--- src/rtl/mgp_pkg.sv ---
`default_nettype none
package mgp_pkg;

   localparam logic [2:0] OP_WRITE   = 3'd0;
   localparam logic [2:0] OP_READ    = 3'd1;
   localparam logic [2:0] OP_PREDICT = 3'd2;
   localparam logic [2:0] OP_AVERAGE = 3'd3;
   localparam logic [2:0] OP_COPY    = 3'd4;

   localparam logic [2:0] CSR_DIMENSION    = 3'd0;
   localparam logic [2:0] CSR_FINEST_LEVEL = 3'd1;
   localparam logic [2:0] CSR_NEUMANN_X    = 3'd2;
   localparam logic [2:0] CSR_NEUMANN_Y    = 3'd3;
   localparam logic [2:0] CSR_NEUMANN_Z    = 3'd4;

   typedef enum logic [2:0] {
      ST_IDLE,
      ST_DECODE,
      ST_TERMS,
      ST_DRAIN,
      ST_WRBACK,
      ST_COPY,
      ST_FINISH
   } state_type;

   typedef enum logic [1:0] {
      SEL_ZERO,
      SEL_READ,
      SEL_CALC
   } sel_type;

   typedef struct packed {
      logic [2:0]  op;
      logic [2:0]  level;
      logic [4:0]  xi;
      logic [4:0]  yi;
      logic [4:0]  zi;
      logic [2:0]  quantity;
      logic [31:0] write_value;
   } item_type;

   typedef struct packed {
      logic [1:0] dim;      // effective, 1..3
      logic [2:0] level;    // effective finest level
      logic [2:0] mirror;   // z, y, x
   } cfg_type;

   typedef struct packed {
      logic    load;
      logic    write_cell;
      logic    term_step;
      logic    write_calc;
      logic    copy_step;
      logic    emit;
      sel_type sel;
   } cmd_type;

   typedef struct packed {
      logic [2:0] op;
      logic       bad;
      logic       term_last;
      logic       copy_last;
      logic       pipe_busy;
   } status_type;

endpackage
`default_nettype wire

--- src/rtl/mgp_ctrl.sv ---
`default_nettype none
module mgp_ctrl
   import mgp_pkg::*;
(
   input  wire logic       clock,
   input  wire logic       reset,
   input  wire logic       req_fire,
   input  wire logic       rsp_busy,
   input  wire status_type status,
   output cmd_type         cmd,
   output logic            idle
);

   state_type state_ff, state_in;

   always_ff @(posedge clock) begin
      if (reset) begin
         state_ff <= ST_IDLE;
      end else begin
         state_ff <= state_in;
      end
   end

   always_comb begin
      state_in = state_ff;
      cmd      = '0;
      cmd.sel  = SEL_ZERO;
      idle     = 1'b0;
      case (state_ff)
         ST_IDLE: begin
            idle = 1'b1;
            if (req_fire) begin
               cmd.load = 1'b1;
               state_in = ST_DECODE;
            end
         end
         ST_DECODE: begin
            case (status.op)
               OP_WRITE: begin
                  cmd.write_cell = 1'b1;
                  state_in       = ST_FINISH;
               end
               OP_PREDICT, OP_AVERAGE: begin
                  state_in = status.bad ? ST_FINISH : ST_TERMS;
               end
               OP_COPY: state_in = ST_COPY;
               default: state_in = ST_FINISH;
            endcase
         end
         ST_TERMS: begin
            cmd.term_step = 1'b1;
            if (status.term_last) begin
               state_in = ST_DRAIN;
            end
         end
         ST_COPY: begin
            cmd.copy_step = 1'b1;
            if (status.copy_last) begin
               state_in = ST_DRAIN;
            end
         end
         ST_DRAIN: begin
            if (!status.pipe_busy) begin
               state_in = (status.op == OP_COPY) ? ST_FINISH : ST_WRBACK;
            end
         end
         ST_WRBACK: begin
            cmd.write_calc = 1'b1;
            state_in       = ST_FINISH;
         end
         ST_FINISH: begin
            if (status.op == OP_READ) begin
               cmd.sel = SEL_READ;
            end else if ((status.op == OP_PREDICT || status.op == OP_AVERAGE)
                         && !status.bad) begin
               cmd.sel = SEL_CALC;
            end
            if (!rsp_busy) begin
               cmd.emit = 1'b1;
               state_in = ST_IDLE;
            end
         end
         default: state_in = ST_IDLE;
      endcase
   end

endmodule
`default_nettype wire

--- config.mk ---
export PLATFORM = sky130hd
export DESIGN_NAME = mgp_ctrl
export DESIGN_NICKNAME = d
export VERILOG_FILES = /design/src/rtl/mgp_pkg.sv /design/src/rtl/mgp_ctrl.sv
export SDC_FILE = /design/constraint.sdc
export NUM_CORES = 1
export LEC_CHECK = 0
export BUFFER_PORTS_ARGS = -buffer_cell sky130_fd_sc_hd__buf_2
export CAP_MARGIN = 10
export CORE_AREA = 3 3 40 42
export CTS_CLUSTER_DIAMETER = 150
export DETAILED_ROUTE_END_ITERATION = 6
export DIE_AREA = 0 0 43 45
export GPL_TIMING_DRIVEN = 0
export HOLD_SLACK_MARGIN = 0.03
export SETUP_SLACK_MARGIN = 0.3
export SLEW_MARGIN = 40
export SYNTH_ARGS = -nofsm -noshare
export SYNTH_HDL_FRONTEND = slang
export SYNTH_SLANG_ARGS = --single-unit
export TNS_END_PERCENT = 50
--- constraint.sdc ---
create_clock -name clock -period 2.2 [get_ports clock]
set_input_delay 0.44 -clock clock [delete_from_list [all_inputs] [get_ports clock]]
set_output_delay 0.44 -clock clock [all_outputs]
set_load 0.01 [all_outputs]
==> results of run 1 <==
-- critical path, delay by kind of cell (launching register included) --
kind	cells	cell delay, ns
AND/OR/NAND/NOR	2	0.39
buffers and inverters	2	0.38
flip-flops	1	0.32
-- cell usage in the layout, fill, tap and decap left out, drive strengths merged --
cell type and instances:
and3 2, nand3 1, buf 24, nor3 6, o21ai 2, nor3b 1
a21oi 3, a2111oi 1, o21a 1, nand3b 2, or4 1, a221oi 1
mux2i 1, o211a 1, nor4b 1, dfxtp 3, or2b 1, and4 1
and2 1, nor2 5, inv 2, o211ai 1, clkbuf 4, nand2b 4
-- report_power, final --
group          switching (W)  internal (W)  total [W]
clock              0.0000266     0.0000679  0.0000945
sequential         0.0000204     0.0000820   0.000102
combinational       0.000215      0.000192   0.000408
-- cell usage after synthesis (2+ instances only) --
master	count
a21oi_1	3
and3_1	2
buf_2	2
dfxtp_1	3
nand2b_1	4
nand3b_1	2
nor2_1	5
nor3_1	5
o21ai_0	2
-- how the worst max path moves through the flow --
| stage | from | cells past startpoint | slack [ns] | end |
|---|---|---|---|---|
| 3_3_place_gp | status[6] | 4 | 0.49 | cmd[6] |
| 2_1_floorplan | state_ff[1]$_SDFFE_PP0P_ | 3 | 0.63 | cmd[6] |
| 6_report | state_ff[2]$_SDFFE_PP0P_ | 4 | 0.44 | cmd[0] |
| 4_1_cts | state_ff[1]$_SDFFE_PP0P_ | 4 | 0.31 | cmd[6] |
| 5_1_grt | state_ff[0]$_SDFFE_PP0P_ | 5 | 0.29 | cmd[0] |
| 3_5_place_dp | status[6] | 4 | 0.48 | cmd[6] |
-- routing by layer --
metal / up-vias / global-route usage / routed length (µm)
met5: - / 0 / 0
met4: 0 / 0.0723 / 0
met3: 0 / 0.0199 / 76
met2: 17 / 0.177 / 490
met1: 187 / 0.110 / 435
li1: 215 / - / -
-- cells by family (layout without fill, tap and decap cells) --
logic type	Yosys count	after routing	synth area share
simple gates	26	26	0.486
compound gates	10	10	0.209
buf+inv	5	30	0.0888
flops	3	3	0.185
mux	1	1	0.0309
-- metrics by stage --
step | total power (W) | hold slack [ns] | cell area (µm²) | cells | worst slack [ns]
floorplan | 0.000358 | 0.510 | 324 | 45 | 0.630
global placement | 0.000455 | 0.607 | 438 | 79 | 0.487
detailed placement | 0.000467 | 0.629 | 438 | 79 | 0.476
CTS | 0.000580 | 0.413 | 470 | 83 | 0.310
global route | 0.000661 | 0.417 | 490 | 85 | 0.291
finish | 0.000604 | 0.415 | 490 | 85 | 0.438
-- area by class of cell --
class,count,area [µm²],share of cell area
multi-input cells,37,239,0.487
repair buffers,21,110,0.224
flip-flops and latches,3,61.3,0.125
plain buffers,3,27.5,0.0561
clock buffers,4,26.3,0.0536
well taps,15,18.8,0.0383
inverters,2,7.51,0.0153
-- what timing repair did --
item,4_1_cts,5_1_grt
buffers inserted,0,2
gates resized for setup,2,2
hold buffers,0,0
pin swaps,0,2
endpoints found under the setup margin,1,2
==> summary.txt, run 1 <==
Worst setup EP type: output pin
Max-Slew Margin vs Limit: 0.756
Outcome: finished, final reports clean
Clock latency of the later-clocked register in the worst-skew pair: 0.23 ns
Buffer levels on the longest clock path: 2
Filler cell count in the final layout: 144
Minimum setup slack among reg-to-reg paths: 0.89 ns
RSZ-0062 raised after global routing: yes
Data required, critical path: 1.76 ns
Share of the core filled with cells: 0.382
Hold Violations, Final: 0
X dimension of the die: 43 µm
Post-detailed-route count of antenna-violating nets: 0
Minimum period implied by the final worst setup slack: 1.76 ns
Worst-path cell with the longest stage delay: dfxtp_1
Most repeated library cell on the critical path: buf_2
Ratio of total power to cell area: 1230 nW/µm²
Number of cells on the worst hold path: 2
Slew at the pin closest to its max-slew limit: 0.357 ns
Setup Crit Path Kind: flop to output pin
Total core area: 1280 µm²
Destination of the worst register-to-register timing path: state_ff[0]$_SDFFE_PP0P_
Post-synthesis cell type count: 26
Worst min-delay path class: input port to flop
Vias after detailed routing: 419
Ports placed on the boundary: 20
Post-synthesis instance area: 324 µm²
Max-slew violation count: 0
CP Launch Type: flop
Count of flip-flops with a built-in enable after synthesis: 0
Crit path arrival time: 1.32 ns
Top achievable clock speed: 0.568 GHz
Start point of the worst min-delay path: reset
Async set-reset flop share out of synthesis: 0
Count of buffers inserted at the top-level ports: 19
Level count of the clock H-tree: 1
Die Outline Area: 1940 µm²
Final weighted congestion in routability-driven placement: 0.726
Wire length of the first global-routing pass: 1470 µm
Flip-flop cell with the highest count after synthesis: dfxtp_1
Top cells by area, synth: dfxtp_1 19%, nand2b_1 7.7%, nor3_1 7.7%, nor2_1 5.8%, a21oi_1 4.6%
Drt drc: 0
Die height: 45 µm
Vias in the first global route: 363
Detail-routed via count per cell: 4.93
Wire length reported by the detailed router: 1000 µm
Router iterations before antenna repair: 4
Post-layout net count: 82
Crit Reg-Reg Startpoint: state_ff[1]$_SDFFE_PP0P_
Largest voltage drop on the vdd net: 0.512 mV
Final worst clock skew: 0.000513 ns
CTS tree: built
Number of antenna violations at the first check in global routing: 0
Synthesized area divided by synthesized cell count: 7.20 µm²
Final critical-path share of the clock period: 0.801
Overall fraction of global-route tracks in use: 0.101
Share of the synthesized area in the top cell type: 0.185
Clock sink count: 3
Number of maximum-capacitance violations: 0
Pin count of the biggest net entering global routing: 11
Synth Net Count: 56
Maximum net fanout on the critical path: 10
Number of placement rows: 13
Library cell used as clock root buffer: clkbuf_4
Starting DRT DRC Count: 10
Largest incremental delay on the critical path: 0.32 ns
Post-synthesis instance total: 45
Final setup TNS: 0 ns
Initial Util: 0.252
Top reg by flops: state_ff
Clock slew seen by the registers of the worst setup and hold paths: 0.04 ns
LEAKAGE: 0.235 nW
Num CTS Buffers: 3
Worst Hold Path EP: state_ff[1]$_SDFFE_PP0P_
Cell-by-cell listing of the critical path: buf_2 > nand3_1 > nor4b_1 > buf_2
Remaining Overflow, GRT: 0
Registers with the most flip-flops: state_ff: 3 flops
Average wire per standard cell: 11.8 µm
Final setup violation count: 0
Number of flip-flops in the largest register: 3
Count of state elements after synthesis: 3
Detailed-placement wirelength estimate: 763 µm
Number of antenna repair diodes: 0
Fraction of final layout cells sized beyond drive strength 1: 0.457
Biggest area consumer among synthesized cells: dfxtp_1
Area delta synth->final: 51.4%
Ys Warns: 0
Sequential share of the synthesized area: 0.185
Number of cells on the worst reg-to-reg path: 6
Power figures use the tool's default switching activity.
==> inputs of run 2 (changes only) <==
Clock period 2.2 ns to 1.5 ns, I/O delays scaled along.
==> run 2 against run 1 <==
The flow now finishes with violations (setup timing). Worst hold slack lost 0.14 ns. Critical path depth is the same. Clock power grew 42%. Worst setup slack lost 0.51 ns. Largest cell class unchanged.
==> summary.txt, run 2 (synthesis gave the netlist of run 1 again) <==
Cell area after layout: 626 µm² (was 490 µm²)
Pre-CTS worst setup slack: 0.00960 ns (was 0.476 ns)
Wire length reported by the detailed router: 1060 µm (was 1000 µm)
Minimum setup slack among reg-to-reg paths: 0.18 ns (was 0.89 ns)
Die height: 45 µm (unchanged)
Level count of the clock H-tree: 1 (unchanged)
Top achievable clock speed: 0.636 GHz
Max-slew violation count: 0 (unchanged)
Library cell used as clock root buffer: clkbuf_4 (unchanged)
Number of antenna violations at the first check in global routing: 0 (unchanged)
Hold Violations, Final: 0 (unchanged)
Start point of the worst min-delay path: reset (unchanged)
Number of cells on the worst hold path: 2 (unchanged)
Most frequent cells in the layout: 17 x buf_2, 8 x buf_6, 6 x buf_4, 4 x nor2_1 (was 20 x buf_2, 5 x nor3_1, 5 x nor2_1, 4 x nand2b_1)
Fraction of final layout cells sized beyond drive strength 1: 0.623 (was 0.457)
Worst min-delay path class: input port to flop (unchanged)
RSZ-0062 raised after global routing: yes (unchanged)
Outcome: finished with violations (was finished, final reports clean)
Slew at the pin closest to its max-slew limit: 0.439 ns (was 0.357 ns)
Final worst clock skew: 0.00212 ns (was 0.000513 ns)
Largest voltage drop on the vdd net: 0.653 mV (was 0.512 mV)
Top reg by flops: state_ff (unchanged)
Number of maximum-capacitance violations: 0 (unchanged)
Filler cell count in the final layout: 123 (was 144)
Detail-routed via count per cell: 4.97 (was 4.93)
LEAKAGE: 0.285 nW (was 0.235 nW)
Worst-path cell with the longest stage delay: or4_4 (was dfxtp_1)
Leading cell type in the layout, fill and taps excluded: buf_2 (unchanged)
Initial Util: 0.252 (unchanged)
Area delta synth->final: 93.1% (was 51.4%)
Smallest setup slack after layout: -0.0715 ns (was 0.438 ns)
Total core area: 1280 µm² (unchanged)
Wire length of the first global-routing pass: 1570 µm (was 1470 µm)
Post-layout net count: 89 (was 82)
Drt drc: 0 (unchanged)
Vias in the first global route: 386 (was 363)
Final critical-path share of the clock period: 1.05
Maximum net fanout on the critical path: 3 (was 10)
Number of cells on the worst reg-to-reg path: 7 (was 6)
Starting DRT DRC Count: 7 (was 10)
Count of buffers inserted at the top-level ports: 19 (unchanged)
Number of placement rows: 13 (unchanged)
Die Outline Area: 1940 µm² (unchanged)
Num CTS Buffers: 3 (unchanged)
Router iterations before antenna repair: 4 (unchanged)
Remaining Overflow, GRT: 0 (unchanged)
Pin count of the biggest net entering global routing: 11 (unchanged)
Largest incremental delay on the critical path: 0.42 ns (was 0.32 ns)
CP Launch Type: flop (unchanged)
Buffer levels on the longest clock path: 2 (unchanged)
Max-Slew Margin vs Limit: 0.700 (was 0.756)
Clock slew seen by the registers of the worst setup and hold paths: 0.03 ns (was 0.04 ns)
Clock sink count: 3 (unchanged)
CTS tree: built (unchanged)
Final setup violation count: 2 (was 0)
Number of antenna repair diodes: 0 (unchanged)
Failing checks: setup timing
Most repeated library cell on the critical path: buf_6 (was buf_2)
Destination of the worst register-to-register timing path: state_ff[0]$_SDFFE_PP0P_ (unchanged)
Detailed-placement wirelength estimate: 720 µm (was 763 µm)
WHS: 0.276 ns (was 0.415 ns)
Crit Reg-Reg Startpoint: state_ff[1]$_SDFFE_PP0P_ (unchanged)
Count of placed standard cells in the final layout, fillers left out: 92 (was 85)
Share of the core filled with cells: 0.487 (was 0.382)
Overall fraction of global-route tracks in use: 0.106 (was 0.101)
Clock latency of the later-clocked register in the worst-skew pair: 0.22 ns (was 0.23 ns)
Cell-by-cell listing of the critical path: buf_6 > or4_4 > nor2_4 > buf_6 (was buf_2 > nand3_1 > nor4b_1 > buf_2)
Worst setup EP type: output pin (unchanged)
Average wire per standard cell: 11.5 µm (was 11.8 µm)
Minimum period implied by the final worst setup slack: 1.57 ns
Crit path arrival time: 1.27 ns (was 1.32 ns)
Number of flip-flops in the largest register: 3 (unchanged)
Post-detailed-route count of antenna-violating nets: 0 (unchanged)
Ports placed on the boundary: 20 (unchanged)
Setup Crit Path Kind: flop to output pin (unchanged)
Vias after detailed routing: 457 (was 419)
Data required, critical path: 1.20 ns (was 1.76 ns)
Ratio of total power to cell area: 1850 nW/µm² (was 1230 nW/µm²)
Worst Hold Path EP: state_ff[1]$_SDFFE_PP0P_ (unchanged)
Dpl cells: 79 (unchanged)
Standard cell area after detailed placement: 468 µm² (was 438 µm²)
Final weighted congestion in routability-driven placement: 0.739 (was 0.726)
X dimension of the die: 43 µm (unchanged)
Registers with the most flip-flops: state_ff: 3 flops (unchanged)
run 2: worst max path at each step:
stage                  end                      from
finish              cmd[6]  state_ff[1]$_SDFFE_PP0P_
global route        cmd[0]  state_ff[2]$_SDFFE_PP0P_
CTS                 cmd[6]  state_ff[1]$_SDFFE_PP0P_
detailed placement  cmd[6]                 status[6]
global placement    cmd[6]                 status[6]
floorplan           cmd[6]  state_ff[1]$_SDFFE_PP0P_
run 2: final cells by class:
class                           count  area [µm²]  share of cell area
Multi-Input combinational cell     37         288               0.460
Tap cell                           15        18.8              0.0300
Clock buffer                        4        26.3              0.0420
Timing Repair Buffer               28         186               0.298
Inverter                            2        10.0              0.0160
Buffer                              3        33.8              0.0540
Sequential cell                     3        62.6               0.100
run 2: per-stage QoR:
stage	power [W]	TNS [ns]
6_report	0.00116	-0.116
5_1_grt	0.00125	-0.277
4_1_cts	0.00105	-0.120
3_5_place_dp	0.000720	0
3_3_place_gp	0.000719	0
2_1_floorplan	0.000571	0
run 2: power breakdown:
group | switching, W | leakage [nW] | internal [W] | total [W]
clock network | 0.0000348 | 0.0150 | 0.0000992 | 0.000134
logic | 0.000410 | 0.245 | 0.000467 | 0.000876
registers | 0.0000269 | 0.0254 | 0.000122 | 0.000149
run 2: what timing repair did:
item | 4_1_cts | 5_1_grt
buffers inserted | 7 | 2
hold endpoints to repair | 0 | 0
pin swaps | 7 | 3
setup endpoints to repair | 12 | 12
resized for setup | 9 | 7
hold buffers | 0 | 0
gates cloned | 0 | 0
run 2: routing by layer:
metal	vias to the layer above	part of all wire	global-route usage
met5	-	0	0
met4	0	0	0.0361
met3	0	0.066	0.0120
met2	19	0.51	0.192
met1	207	0.43	0.130
li1	231	-	-
run 2: critical path: cells and delay by family (launching register included):
kind | cells | cell delay, ns
and+or+nand+nor | 2 | 0.51
DFF | 1 | 0.31
buffers and inverters | 2 | 0.22
